[src/hdl/b64sd_pkg.sv]
// Shared types and character codes for the base64 stream decoder.
package b64sd_pkg;

    localparam int CHAR_W    = 8;
    localparam int SEXTET_W  = 6;
    localparam int PEND_W    = 3;
    localparam int TDATA_W   = 8;
    localparam int M_TUSER_W = 2;

    localparam logic [CHAR_W-1:0] CH_SPACE = 8'h20;
    localparam logic [CHAR_W-1:0] CH_TAB   = 8'h09;
    localparam logic [CHAR_W-1:0] CH_CR    = 8'h0D;
    localparam logic [CHAR_W-1:0] CH_PAD   = 8'h3D;
    localparam logic [CHAR_W-1:0] CH_PLUS  = 8'h2B;
    localparam logic [CHAR_W-1:0] CH_SLASH = 8'h2F;
    localparam logic [CHAR_W-1:0] CH_UA    = 8'h41;
    localparam logic [CHAR_W-1:0] CH_UZ    = 8'h5A;
    localparam logic [CHAR_W-1:0] CH_LA    = 8'h61;
    localparam logic [CHAR_W-1:0] CH_LZ    = 8'h7A;
    localparam logic [CHAR_W-1:0] CH_D0    = 8'h30;
    localparam logic [CHAR_W-1:0] CH_D9    = 8'h39;

    // Bit positions inside m_tuser
    localparam int TU_BYTE_VALID = 0;
    localparam int TU_STATUS     = 1;

    typedef enum logic [1:0] {
        KIND_BLANK,
        KIND_PAD,
        KIND_SEXTET,
        KIND_INVALID
    } char_kind_t;

    typedef struct packed {
        char_kind_t          kind;
        logic [SEXTET_W-1:0] sextet;
    } char_class_t;

endpackage

[src/hdl/b64sd_classify.sv]
// Character classifier: sorts one byte into blank, pad, alphabet or invalid.
module b64sd_classify (
    input  logic [b64sd_pkg::CHAR_W-1:0] char_in,
    output b64sd_pkg::char_class_t       class_out
);
    import b64sd_pkg::*;

    logic [CHAR_W-1:0] offset;

    always_comb begin
        offset           = '0;
        class_out.kind   = KIND_INVALID;
        class_out.sextet = '0;
        case (char_in) inside
            CH_SPACE, [CH_TAB:CH_CR]: begin
                class_out.kind = KIND_BLANK;
            end
            CH_PAD: begin
                class_out.kind = KIND_PAD;
            end
            [CH_UA:CH_UZ]: begin
                offset           = char_in - CH_UA;
                class_out.kind   = KIND_SEXTET;
                class_out.sextet = offset[SEXTET_W-1:0];
            end
            [CH_LA:CH_LZ]: begin
                // 'a' maps to 26
                offset           = char_in - CH_LA + 8'd26;
                class_out.kind   = KIND_SEXTET;
                class_out.sextet = offset[SEXTET_W-1:0];
            end
            [CH_D0:CH_D9]: begin
                // '0' maps to 52
                offset           = char_in - CH_D0 + 8'd52;
                class_out.kind   = KIND_SEXTET;
                class_out.sextet = offset[SEXTET_W-1:0];
            end
            CH_PLUS: begin
                class_out.kind   = KIND_SEXTET;
                class_out.sextet = 6'd62;
            end
            CH_SLASH: begin
                class_out.kind   = KIND_SEXTET;
                class_out.sextet = 6'd63;
            end
            default: begin
                class_out.kind = KIND_INVALID;
            end
        endcase
    end

endmodule

[src/hdl/base64_stream_decoder.sv]
// Base64 stream decoder: one character word in, one result word out.
//
// Input channel s_*: one base64 character per word in s_tdata, s_tlast marks
// the final character of a message. Output channel m_*: one result word per
// input word. m_tdata carries the decoded byte (zero when none), m_tuser[0]
// flags that the word completed a byte, m_tuser[1] is the sticky error
// status of the message, m_tlast echoes s_tlast so the status on that word
// is the final verdict. On an error the receiver drops the bytes it already
// took for the message.
//
// Pipeline: the accepting edge loads the input register, a later advance
// loads the decoded result into the output register and raises m_tvalid.
// Throughput is one word per cycle while the receiver keeps m_tready high;
// the accumulator update is the only feedback path.
// Reset (aresetn low, synchronous) empties both registers and clears the
// accumulator, pending count, pad and error state. When the receiver stalls, the output
// word holds, one more word waits in the input register, then s_tready drops.
module base64_stream_decoder (
    input  logic                             aclk,
    input  logic                             aresetn,
    input  logic                             s_tvalid,
    output logic                             s_tready,
    input  logic [b64sd_pkg::TDATA_W-1:0]    s_tdata,   // [7:0] in_char
    input  logic                             s_tlast,   // last_char
    output logic                             m_tvalid,
    input  logic                             m_tready,
    output logic [b64sd_pkg::TDATA_W-1:0]    m_tdata,   // [7:0] out_byte
    output logic [b64sd_pkg::M_TUSER_W-1:0]  m_tuser,   // [0] byte_valid, [1] status
    output logic                             m_tlast    // end_of_message
);
    import b64sd_pkg::*;

    // Input stage
    logic                in_valid_reg;
    logic [CHAR_W-1:0]   in_char_reg;
    logic                in_last_reg;

    // Decoder state
    logic [SEXTET_W-1:0] acc_reg,     acc_next;
    logic [PEND_W-1:0]   pend_reg,    pend_next;
    logic                pad_reg,     pad_next;
    logic                err_reg,     err_next;

    // Output stage
    logic                m_valid_reg;
    logic [TDATA_W-1:0]  out_byte_reg, out_byte_next;
    logic                byte_valid_reg, byte_valid_next;
    logic                status_reg;
    logic                last_reg;

    char_class_t         cls;
    logic                advance;
    logic [2*SEXTET_W-1:0] acc_wide;
    logic [PEND_W-1:0]   rest;

    b64sd_classify u_classify (
        .char_in   (in_char_reg),
        .class_out (cls)
    );

    assign advance  = in_valid_reg && (!m_valid_reg || m_tready);
    assign s_tready = !in_valid_reg || advance;

    assign acc_wide = {acc_reg, cls.sextet};
    assign rest     = pend_reg - PEND_W'(2);

    always_comb begin
        acc_next        = acc_reg;
        pend_next       = pend_reg;
        pad_next        = pad_reg;
        err_next        = err_reg;
        out_byte_next   = '0;
        byte_valid_next = 1'b0;
        if (!pad_reg && !err_reg) begin
            case (cls.kind)
                KIND_PAD: begin
                    pad_next = 1'b1;
                end
                KIND_INVALID: begin
                    err_next = 1'b1;
                end
                KIND_SEXTET: begin
                    if (pend_reg == '0) begin
                        acc_next  = cls.sextet;
                        pend_next = PEND_W'(6);
                    end else begin
                        // emit top eight bits, keep the low rest bits
                        byte_valid_next = 1'b1;
                        pend_next       = rest;
                        case (rest)
                            PEND_W'(0): begin
                                out_byte_next = acc_wide[7:0];
                                acc_next      = '0;
                            end
                            PEND_W'(2): begin
                                out_byte_next = acc_wide[9:2];
                                acc_next      = {4'b0, acc_wide[1:0]};
                            end
                            default: begin
                                out_byte_next = acc_wide[11:4];
                                acc_next      = {2'b0, acc_wide[3:0]};
                            end
                        endcase
                    end
                end
                default: begin
                    // whitespace: hold everything
                end
            endcase
        end
    end

    always_ff @(posedge aclk) begin
        if (!aresetn) begin
            in_valid_reg <= 1'b0;
            m_valid_reg  <= 1'b0;
            acc_reg      <= '0;
            pend_reg     <= '0;
            pad_reg      <= 1'b0;
            err_reg      <= 1'b0;
        end else begin
            if (s_tvalid && s_tready) begin
                in_valid_reg <= 1'b1;
            end else if (advance) begin
                in_valid_reg <= 1'b0;
            end

            if (advance) begin
                m_valid_reg <= 1'b1;
            end else if (m_tready) begin
                m_valid_reg <= 1'b0;
            end

            if (advance) begin
                if (in_last_reg) begin
                    // message done: clear for the next one
                    acc_reg  <= '0;
                    pend_reg <= '0;
                    pad_reg  <= 1'b0;
                    err_reg  <= 1'b0;
                end else begin
                    acc_reg  <= acc_next;
                    pend_reg <= pend_next;
                    pad_reg  <= pad_next;
                    err_reg  <= err_next;
                end
            end
        end
    end

    always_ff @(posedge aclk) begin
        if (s_tvalid && s_tready) begin
            in_char_reg <= s_tdata;
            in_last_reg <= s_tlast;
        end
        if (advance) begin
            out_byte_reg   <= out_byte_next;
            byte_valid_reg <= byte_valid_next;
            status_reg     <= err_next;
            last_reg       <= in_last_reg;
        end
    end

    assign m_tvalid = m_valid_reg;
    assign m_tdata  = out_byte_reg;
    assign m_tuser  = {status_reg, byte_valid_reg};
    assign m_tlast  = last_reg;

endmodule

[config.mk]
export PLATFORM = sky130hd
export DESIGN_NAME = base64_stream_decoder
export DESIGN_NICKNAME = d
export VERILOG_FILES = /design/src/hdl/b64sd_pkg.sv /design/src/hdl/b64sd_classify.sv /design/src/hdl/base64_stream_decoder.sv
export SDC_FILE = /design/constraint.sdc
export NUM_CORES = 1
export LEC_CHECK = 0
export ABC_AREA = 0
export BUFFER_PORTS_ARGS = -buffer_cell sky130_fd_sc_hd__buf_2
export CORE_MARGIN = 5
export CORE_UTILIZATION = 55
export CTS_BUF_LIST = sky130_fd_sc_hd__clkbuf_4 sky130_fd_sc_hd__clkbuf_8
export CTS_CLUSTER_SIZE = 10
export DETAILED_ROUTE_END_ITERATION = 16
export PLACE_DENSITY = 0.75
export SETUP_SLACK_MARGIN = 0.5
export SLEW_MARGIN = 20
export SYNTH_ARGS = -nofsm -noshare
export SYNTH_HDL_FRONTEND = slang
export SYNTH_HIERARCHICAL = 1
export SYNTH_SLANG_ARGS = --single-unit
[constraint.sdc]
create_clock -name aclk -period 5.02 [get_ports aclk]
set_input_delay 0.502 -clock aclk [delete_from_list [all_inputs] [get_ports aclk]]
set_output_delay 0.502 -clock aclk [all_outputs]
set_load 0.1 [all_outputs]
# == After elaboration in Yosys (flattened, before gate mapping) ==
# Cells that the tools add are included.
# op_classes
n_addsub,6
magnitude_cmp,8
eq_ne,8
muxes,35
bitwise,2
reduce_logical,25
# op_table
cell,n
$mux W6,11
$eq A8 B6 Y1 const B,4
$ge A8 B7 Y1 const B,2
$le A8 B7 Y1 const B,2
$pmux W8 S2,1
$mux W1,12
$mux W2,6
$mux W3,4
$sub A6 B6 Y6 const B,2
$reduce_bool A2 Y1,5
$ge A8 B4 Y1 const B,1
$ge A8 B6 Y1 const B,1
$le A8 B4 Y1 const B,1
$le A8 B6 Y1 const B,1
$pmux W4 S2,1
$logic_and A1 B1 Y1,7
$add A6 B5 Y6 const B,1
$add A6 B6 Y6 const B,1
$logic_not A3 Y1,2
$reduce_and A3 Y1,2
$sub A6 B1 Y6 const B,1
$eq A2 B2 Y1 const B,2
$logic_not A1 Y1,4
$eq A3 B2 Y1 const B,1
other kinds (7),9
# word_totals
reg_bits,33
inputBits,13
output_inout_bits,13

# == Logic depth before layout (Yosys ltp) ==
# depth
depth_word,13
ltp_mapped,13

# == By module ==
# The synthesis kept the hierarchy.
# modules_own_cells
mod,n_inst,cells_per_inst,area_each_um2,seq_area_each_um2
base64_stream_decoder,1,117,1397.6,840.8
b64sd_classify,1,82,596.8,0.0

# == Worst setup path before layout ==
# OpenSTA, ideal clock, no wires.
# synth_path
kind,flip-flop to flip-flop
startpoint,reg in_char_reg[2]
endpoint,reg acc_reg[4]
setup_time_ns,0.117
arrival_time_ns,2.690
t_required_ns,4.903
slack_ns,2.213
stages_incl_launch_ff,13
period_less_slack_ns,2.807
cell_sequence,edfxtp_1 clkbuf_1 inv_1 ha_1 a21o_1 a31oi_1 and3_1 buf_2 nor4_1 o21ba_2 nor4b_2 o211ai_1 a32o_2
# synth_rtl
item,line_no,rtl
"start, declared",base64_stream_decoder.sv:35,logic [CHAR_W-1:0] in_char_reg;
"start signal, assigned",base64_stream_decoder.sv:153,in_char_reg <= s_tdata;
"end signal, assigned",base64_stream_decoder.sv:142,acc_reg <= acc_next;
"end, declared",base64_stream_decoder.sv:39,"logic [SEXTET_W-1:0] acc_reg, acc_next;"

==> flow_metrics.tcl <==
set metrics [dict create \
    peakVddDrop_v 0.000237 \
    arrival_ps 3390 \
    syn-num-nets 225 \
    cts_resized 0 \
    startpoint_type "flip-flop" \
    cts-hold-fix-buffers 0 \
    period_share_pct 64.5 \
    clkSlewWorstSetupHoldPaths_ps 100 \
    crit_chain "inv_1 -> ha_1 -> nor2b_1 -> o21ai_0 -> and3_1 -> nor4_1 -> o21ba_2 -> nor4b_2 -> nand2b_1 -> a211oi_1" \
    final_layout_size_suffix_gt1_share_pct 20.1 \
    ys_warn_count 6 \
    synth_top_cell_by_area "edfxtp_1" \
    gp_congestion 0.974 \
    synth_edf_count 20 \
    tritoncts "built" \
    worst_slew_pin_slew_ps 983 \
    whs_endpoint "in_char_reg[3]$_DFFE_PP_" \
    vias 1602 \
    dp_hpwl_um 3030 \
    finalSetupViolCount 0 \
    core_um2 3420 \
    ys_seq_elements 32 \
    diodes 0 \
    p_per_area_nw_per_um2 282 \
    cts_root_buf "clkbuf_4" \
    overflow 0 \
    cts_sinks 32 \
    crit_fanout 10 \
    grt_pass1_wl_um 6840 \
    async_flop_share_pct 0 \
    final_util_pct 64.2 \
    synth_most_common_cell "edfxtp_1" \
    grt_pass1_vias 1507 \
    ys_seq_area_share_pct 42.2 \
    cts_max_level 2 \
    wl_um 4180 \
    postCtsSetupRepairBufs 0 \
    postRouteAntennaNets 0 \
    die_area_um2 4930 \
    min_from "s_tdata[3]" \
    synthFlopType "edfxtp_1" \
    die_height_um 70.2 \
    power.leakage_nw 0.832 \
    slew_headroom_pct 34.2 \
    status "finished, final reports clean" \
    synth_top_area_share_pct 30.1 \
    yosys-top-cells-count "edfxtp_1 (20), nor2_1 (14), ha_1 (13)" \
    hold_viol_final 0 \
    grt_setup_unrepaired "no" \
    reg2reg_slack_ps 1780 \
    max_freq_mhz 309 \
    antenna_found_initial 0 \
    drv_cap 0 \
    timing.rr.end "m_tdata[4]$_SDFFCE_PP0P_" \
    syn_to_final_growth_pct 10.0 \
    slowest_delay_ps 500 \
    r2r_start "in_char_reg[0]$_DFFE_PP_" \
    min_path_type "in -> reg" \
    wire_per_inst_um 15.8 \
    drc 0 \
    end_kind "flip-flop" \
    holdPathStages 1 \
    crit_type "reg -> reg" \
    synth.area.top_cells "edfxtp_1 (30%), dfxtp_1 (12%), ha_1 (8.2%), a22oi_1 (4.5%), a211oi_1 (3.4%)" \
    grt_max_degree 19 \
    slew_viol_final 0 \
    syn_inst 199 \
    worst_ep_required_time_ps 5180 \
    die_w_um 70.2 \
    grtUsageTotal_pct 17.2 \
    fp-row-count 21 \
    port_buffers 25 \
    nNetsFinal 244 \
    clk_path_buf_depth 2 \
    insertion_delay_ps 320 \
    netlist-cell-type-count 53 \
    netlist_area_um2 1990 \
    start_util_pct 58.4 \
    critPathSlowestCell "edfxtp_1" \
    clock_skew_ps 6.84 \
    first_pass_iters 4 \
    avgSynthCellArea_um2 10.0 \
    cts_buffers 5 \
    drt_iter0_markers 144 \
    post_drt_via_cell_ratio 6.05 \
    r2r_cells 10 \
    io_pins 26 \
    fin_setup_tns_ps 0 \
    period_minus_slack_ps 3240 \
]
-- cell usage in the layout (no fill, tap or decap), types with 3 or more instances in the layout --
cell	netlist	final
a22oi_1	12	12
o211ai_1	3	3
a221oi_1	4	4
a31oi_1	3	3
nor2b_1	7	7
ha_1	13	13
nor2_1	14	14
dfxtp_1	12	12
clkbuf_4	0	5
a21oi_1	4	4
nand3_1	8	8
a211oi_1	9	9
edfxtp_1	20	20
inv_1	12	12
xnor2_1	4	4
xor2_1	4	4
nand2_1	12	12
o21ai_0	4	4
nor3_1	3	3
buf_2	3	25
nand2b_1	3	3
-- logic make-up (layout without fill, tap and decap cells) --
group / count (synthesis) / in the layout / share of synthesized area, %
XOR/XNOR: 8 / 8 / 3.51
flip-flops: 32 / 32 / 42.2
adder cells (fa/ha/maj): 13 / 13 / 8.16
AND/OR/NAND/NOR: 62 / 62 / 17.6
buffers and inverters: 26 / 46 / 5.83
multiplexers: 2 / 2 / 1.00
AO/OA/AOI/OAI: 56 / 56 / 21.8
-- where the power goes --
| group | internal, W | switching, W | leakage [nW] |
|---|---|---|---|
| registers | 0.000291 | 0.0000128 | 0.289 |
| clock network | 0.000117 | 0.0000897 | 0.0459 |
| logic | 0.0000331 | 0.0000767 | 0.497 |
| total | 0.000441 | 0.000179 | 0.832 |
-- area by class of cell --
| type | instances | area (um^2) |
|---|---|---|
| Tap cell | 46 | 57.6 |
| Fill cell | 279 | 1220 |
| Multi-Input combinational cell | 141 | 1040 |
| Timing Repair Buffer | 25 | 125 |
| Sequential cell | 32 | 841 |
| Inverter | 13 | 48.8 |
| Clock inverter | 2 | 33.8 |
| Clock buffer | 6 | 51.3 |
-- critical path: cells and delay by family (launching register included) --
| kind | cells | cell delay [ps] |
|---|---|---|
| AO/OA/AOI/OAI | 3 | 770 |
| adder cells (fa/ha/maj) | 1 | 300 |
| buffers and inverters | 1 | 160 |
| flip-flops | 1 | 500 |
| AND/OR/NAND/NOR | 5 | 1340 |
-- worst max path at each step --
stage	startpoint	to	slack, ps	cells after the start
2_1_floorplan	in_char_reg[2]$_DFFE_PP_	acc_reg[4]$_SDFFE_PN0P_	2210	12
3_3_place_gp	in_char_reg[0]$_DFFE_PP_	m_tdata[6]$_SDFFCE_PP0P_	1910	9
3_5_place_dp	in_char_reg[0]$_DFFE_PP_	m_tdata[0]$_SDFFCE_PP0P_	1820	10
4_1_cts	in_char_reg[0]$_DFFE_PP_	m_tdata[0]$_SDFFCE_PP0P_	1790	10
5_1_grt	in_char_reg[0]$_DFFE_PP_	m_tdata[4]$_SDFFCE_PP0P_	1400	10
6_report	in_char_reg[0]$_DFFE_PP_	m_tdata[4]$_SDFFCE_PP0P_	1780	10
-- through the flow --
stage	total power, W	hold WS, ps	instances	setup slack, ps	instance area (um^2)
global route	0.000646	323	265	1400	2190
finish	0.000620	344	265	1780	2190
global placement	0.000416	473	257	1910	2110
floorplan	0.000395	449	199	2210	1990
CTS	0.000621	330	265	1790	2190
detailed placement	0.000417	485	257	1820	2110
-- metal layers --
| layer | vias up | part of all wire [%] | GRT usage (%) |
|---|---|---|---|
| li1 | 784 | - | - |
| met1 | 751 | 46 | 23.2 |
| met2 | 57 | 47 | 26.8 |
| met3 | 10 | 5.8 | 4.45 |
| met4 | 0 | 1.1 | 6.17 |
| met5 | - | 0 | 0 |
No activity file was read; power rests on OpenSTA's default activity.
